<file path="config.mk">
export PLATFORM = sky130hd
export DESIGN_NAME = twr_dist
export DESIGN_NICKNAME = d
export VERILOG_FILES = /design/src/rtl/core/twr_pkg.sv /design/src/rtl/core/twr_dist.sv
export SDC_FILE = /design/constraint.sdc
export NUM_CORES = 2
export LEC_CHECK = 0
export BUFFER_PORTS_ARGS = -buffer_cell sky130_fd_sc_hd__buf_2
export CORE_ASPECT_RATIO = 1.75
export CORE_MARGIN = 2
export CORE_UTILIZATION = 60
export DETAILED_ROUTE_END_ITERATION = 6
export PLACE_DENSITY = 0.85
export SYNTH_ARGS = -nofsm -noshare
export SYNTH_HDL_FRONTEND = slang
export SYNTH_SLANG_ARGS = --single-unit
export TNS_END_PERCENT = 10
</file>
<file path="constraint.sdc">
create_clock -name clk -period 8.9 [get_ports clk]
set_clock_uncertainty 0.2 [all_clocks]
set_input_delay 0.89 -clock clk [delete_from_list [all_inputs] [get_ports clk]]
set_output_delay 0.89 -clock clk [all_outputs]
set_load 0.01 [all_outputs]
</file>
<file path="src/rtl/core/twr_pkg.sv">
// Package for the trajectory window replay block.
// Holds the point type, opcodes, status codes and register indexes.
// No dependencies.
package twr_pkg;

    localparam int STORE_DEPTH_DEF = 4096;
    localparam int WIN_MIN = 2;
    localparam int WIN_MAX = 64;
    localparam int FC_W = 7;
    localparam int TS_W = 10;
    localparam int CFG_IDX_W = 2;

    localparam logic [1:0] OP_CLEAR  = 2'd0;
    localparam logic [1:0] OP_APPEND = 2'd1;
    localparam logic [1:0] OP_QUERY  = 2'd2;

    localparam logic [1:0] ST_OK    = 2'd0;
    localparam logic [1:0] ST_SHORT = 2'd1;
    localparam logic [1:0] ST_FULL  = 2'd2;

    localparam logic [CFG_IDX_W-1:0] REG_FORWARD_COUNT = 2'd0;
    localparam logic [CFG_IDX_W-1:0] REG_TIME_STEP     = 2'd1;

    typedef struct packed {
        logic signed [31:0] arc_length;
        logic signed [31:0] heading;
        logic signed [31:0] time_ms;
        logic signed [31:0] curvature_rate;
        logic signed [31:0] curvature;
        logic signed [31:0] accel;
        logic signed [31:0] speed;
        logic signed [31:0] pos_z;
        logic signed [31:0] pos_y;
        logic signed [31:0] pos_x;
    } point_t;

    function automatic logic signed [31:0] sat32(input logic signed [32:0] v);
        logic signed [31:0] r;
        if (v > 33'sh0_7FFF_FFFF)
            r = 32'sh7FFF_FFFF;
        else if (v < -33'sh0_8000_0000)
            r = 32'sh8000_0000;
        else
            r = v[31:0];
        return r;
    endfunction

endpackage

</file>
<file path="src/rtl/core/twr_dist.sv">
// Squared distance pipeline: absolute differences, then registered squares,
// then the 65-bit sum. Carries the point index alongside. Uses twr_pkg.
module twr_dist
    import twr_pkg::*;
#(
    parameter int AW = 12
)
(
    input  logic               clk,
    input  logic               rst_n,
    input  logic               in_valid,
    input  logic [AW-1:0]      in_idx,
    input  logic signed [31:0] px,
    input  logic signed [31:0] py,
    input  logic signed [31:0] qx,
    input  logic signed [31:0] qy,
    output logic               out_valid,
    output logic [AW-1:0]      out_idx,
    output logic [64:0]        out_dist,
    output logic               busy
);

    logic              v2_reg, v3_reg;
    logic [AW-1:0]     idx2_reg, idx3_reg;
    logic [32:0]       dx_reg, dy_reg;
    logic [65:0]       sx_reg, sy_reg;
    logic signed [32:0] ddx, ddy;

    assign ddx = 33'(px) - 33'(qx);
    assign ddy = 33'(py) - 33'(qy);

    always_ff @(posedge clk or negedge rst_n)
    begin
        if (!rst_n)
        begin
            v2_reg <= 1'b0;
            v3_reg <= 1'b0;
        end
        else
        begin
            v2_reg <= in_valid;
            v3_reg <= v2_reg;
        end
    end

    always_ff @(posedge clk)
    begin
        idx2_reg <= in_idx;
        idx3_reg <= idx2_reg;
        dx_reg   <= ddx[32] ? 33'(-ddx) : 33'(ddx);
        dy_reg   <= ddy[32] ? 33'(-ddy) : 33'(ddy);
        sx_reg   <= dx_reg * dx_reg;
        sy_reg   <= dy_reg * dy_reg;
    end

    assign out_valid = v3_reg;
    assign out_idx   = idx3_reg;
    assign out_dist  = 65'(sx_reg) + 65'(sy_reg);
    assign busy      = v2_reg | v3_reg;

endmodule

</file>
---- Word level (Yosys, flattened, before mapping) ----
Index checks and enable logic that the tools add are counted.
cells by class
  add/sub/neg operators ................... 5
  $mul .................................... 2
  multiplexer cells ....................... 2
  bitwise gates (word level) .............. 1
operator list
  kind            count
  $mul 33x33->65  2
  $neg 33->33     2
  $sub 32x32->33  2
  $add 65x65->65  1
  $mux 32         2
  $or 1x1->1      1
storage, ports and cells
  bits in registers ....................... 222
  input port bits ......................... 143
  output and inout port bits .............. 79
  logic and storage cells ................. 20

---- Depth between registers and ports, before layout ----
  word-level depth ........................ 3
  mapped depth ............................ 32
  gate-level depth less buffers ........... 30

---- Worst setup path after synthesis ----
OpenSTA, ideal clock, no wires.
  path type ............................... reg-to-reg
  from .................................... register dx_reg[2]
  to ...................................... register sx_reg[62]
  library setup time ...................... 79 ps
  data arrival time ....................... 7747 ps
  data required time ...................... 8621 ps
  setup slack ............................. 874 ps
  stages on the path, launching flop included .. 31
  path buffers ............................ 2
  clock period less this slack ............ 8026 ps
  path through ............................ dfxtp_1 clkbuf_1 clkbuf_1 nand2_1 fa_1 fa_1 inv_1 fa_1 inv_1 fa_1 inv_1 fa_1 inv_1 fa_1 inv_1 fa_1 inv_1 fa_1 inv_1 ha_1 and3_1 nand2_1 o221ai_1 o21a_1 o31a_1 a31o_2 a31oi_1 o211ai_1 o211ai_1 mux2_2 o211ai_1
between the ends
  word-level cells in the longest chain between the ends .. 1
ends and longest elaborated chain
  item                      RTL line        RTL
  start: declaration        twr_dist.sv:25  logic [32:0] dx_reg, dy_reg;
  start signal: assignment  twr_dist.sv:50  dx_reg <= ddx[32] ? 33'(-ddx) : 33'(ddx);
  $mul 33x33->65            twr_dist.sv:52  sx_reg <= dx_reg * dx_reg;
  end signal: assignment    twr_dist.sv:52
  end: declaration          twr_dist.sv:26  logic [65:0] sx_reg, sy_reg;
No other way between the ends.
A chain may end at the register's enable or synchronous reset.

---- Worst setup path in the final report ----
  from .................................... register dy_reg[10]
  to ...................................... register sy_reg[62]
between the ends
  word-level cells in the longest chain between the ends .. 1
ends and longest elaborated chain
  item                      RTL line        RTL
  start: declaration        twr_dist.sv:25
  start signal: assignment  twr_dist.sv:51  dy_reg <= ddy[32] ? 33'(-ddy) : 33'(ddy);
  $mul 33x33->65            twr_dist.sv:53  sy_reg <= dy_reg * dy_reg;
  end signal: assignment    twr_dist.sv:53
  end: declaration          twr_dist.sv:26
No other way between the ends.

==> results.ini <==
[status]
status=finished, violations left
failed_checks=DRC

[timing]
hold_ws_ns=0.1242
final.min_clock_period_ns=8.664
drv_slew=0
hold_violations=0
slew_headroom_pct=39.17
timing.final.crit_share_pct=97.35
fmax_mhz=115.4
finalSetupTns_ns=0
finalSetupViolCount=0
rsz0062_at_grt=no
worst_pin_slew_ns=0.9125

[yosys]
synthArstFlopShare_pct=0.9091
synth-edff-count=0
syn-mean-instance-area_um2=9.104
synth_seq_cells=220
syn_area_mm2=0.07365
synth_cell_types=98
synth_nets=10620
yosys.area.top_type=fa_1
synth_flop_cell=dfxtp_1
synth_top_area_share_pct=46.83
synth_warnings=0
synth_area_leaders=fa_1 47%, inv_1 12%, ha_1 11%
synth_cells=8090
synthTopCellsByCount=2333 x inv_1, 1723 x fa_1, 756 x nand2_1
yosysMostFrequentCell=inv_1
synth_seq_area_share_pct=5.993

[floorplanning]
rows=170
die_w_um=268.9
start_util_pct=60.22
fp.dieH_um=467.5
die_area_mm2=0.1257
core_area_mm2=0.1223
io_pins=222

[worst_setup_path]
path_buf_inv=7
cp-start-kind=register
cp_max_fo=8
cp_slowest_cell=a2111oi_0
r2r-end=sy_reg[62]
critPathKind=reg2reg
required_ns=9.17
r2r_setup_slack_ns=0.24
crit_arrival_ns=8.94
timing.rr.start=dy_reg[10]
cp_top_family=adder cells
cp-end-kind=register
crit_top_cell=fa_1
r2r.worst_path.cells=28
max_stage_delay_ns=0.65

[drt]
wl_um=205100
dr_total_vias=55840
dr.pass1.iters=7
wl_met3_um=15030
dr_wl_met2_um=106700
vias_per_cell=5.657
top_layer_used=met5
drtAntennaViolNets=0
wl_met1_um=62050
routedWlPerCell_um=20.78
drc=1
drt_iter0_markers=3548

[layout]
regArea_mm2=0.004453
multi_input_area_mm2=0.05948
layout.nets=10740
drive_gt1_share_pct=6.145
utilization_pct=63.70
syn_to_final_growth_pct=5.772
fillCellCount=9666
stdcell_count=9871

[global_routing]
antenna_found_initial=14
grt_pass1_wl_um=328000
grt_max_degree=35
overflow=0
grt_pass1_vias=64000
grt_usage_pct=34.24

[cts]
cts_sinks=220
cts_buffers=27
clock_latency_ns=0.63
cts_max_level=1
cts_tree=built
clkTransAtPathRegs_ns=0.06
cts_buffer_depth=3
root_buffer=clkbuf_16

[place]
place_congestion=1.015
dp_hpwl_um=173000
placed_cells=9817
io_buffers=221

[hold_path]
whs_path_depth=0
hold_start=idx2_reg[8]
hold_class=reg2reg
min_to=out_idx[8]

[flow_run]
maxCapViolCount=0

[worst max-delay path by stage]
stage / startpoint / end / slack [ns] / cells past startpoint
after floorplan: dx_reg[2] / sx_reg[62] / 0.87 / 30
after global placement: dy_reg[2] / sy_reg[62] / 0.30 / 28
after detailed placement: dx_reg[22] / sx_reg[63] / 0.21 / 24
after CTS: dx_reg[22] / sx_reg[59] / 0.16 / 25
after global routing: dx_reg[8] / sx_reg[61] / 0.0008 / 27
final: dy_reg[10] / sy_reg[62] / 0.24 / 28
[kinds of logic after synthesis]
logic type                 count (synthesis)  share of synthesized area [%]
buffers and inverters                   2598                          13.29
muxes                                     13                         0.1869
DFF                                      220                          5.993
and+or+nand+nor                         1728                          11.35
AOI/OAI and AO/OA                        833                          7.368
xor gates and xnor gates                 312                          3.720
adders and majority gates               2386                          58.09
[cells in the final DEF (no fill, tap or decap), types with 11 or more instances in the layout]
cell / synthesis / final
dfxtp_2: 0 / 28
o21bai_1: 28 / 28
buf_2: 15 / 221
a21o_1: 139 / 139
a31oi_1: 41 / 41
ha_1: 663 / 663
a211oi_1: 21 / 21
or3_1: 11 / 11
fa_1: 1723 / 1723
a21oi_1: 260 / 260
nand2_1: 756 / 756
o211ai_1: 15 / 15
or2_2: 23 / 23
xnor2_1: 209 / 207
nand4_1: 37 / 37
xor2_1: 102 / 102
o21ai_0: 143 / 143
o21a_1: 37 / 37
clkbuf_16: 0 / 27
buf_4: 0 / 125
nor3_1: 43 / 43
nor2_1: 223 / 222
and2_1: 431 / 431
and3_1: 34 / 34
dfxtp_1: 218 / 189
nor2b_1: 47 / 47
nand3_1: 55 / 55
inv_1: 2333 / 2332
nand2b_1: 20 / 20
o31ai_1: 12 / 12
[stage by stage]
| step | area (µm²) | setup WS [ns] |
|---|---|---|
| floorplan | 73650 | 0.8737 |
| global placement | 76900 | 0.3023 |
| detailed placement | 76900 | 0.2113 |
| CTS | 77820 | 0.1558 |
| global route | 77900 | 0.0007843 |
| finish | 77910 | 0.2355 |
[what timing repair did]
action,in CTS,in global routing
resized for setup,0,37
setup buffers,0,1
endpoints found under the setup margin,0,23
hold buffers,1,0
hold endpoints to repair,2,0
[area by class of cell]
type	count	area share, %
Antenna cell	2	0.006424
Clock buffer	33	0.9347
Multi-Input combinational cell	5272	76.35
Clock inverter	17	0.2232
Inverter	2335	11.26
Sequential cell	220	5.716
Timing Repair Buffer	358	2.886
Tap cell	1634	2.624
[routing by layer]
layer	global-route usage, %	vias up
li1	-	24180
met1	33.57	27760
met2	62.14	2706
met3	6.145	1189
met4	27.90	8
met5	0	-
Power is not shown: default switching activity piles up to over one toggle a cycle in this logic, so the estimate is an artifact.
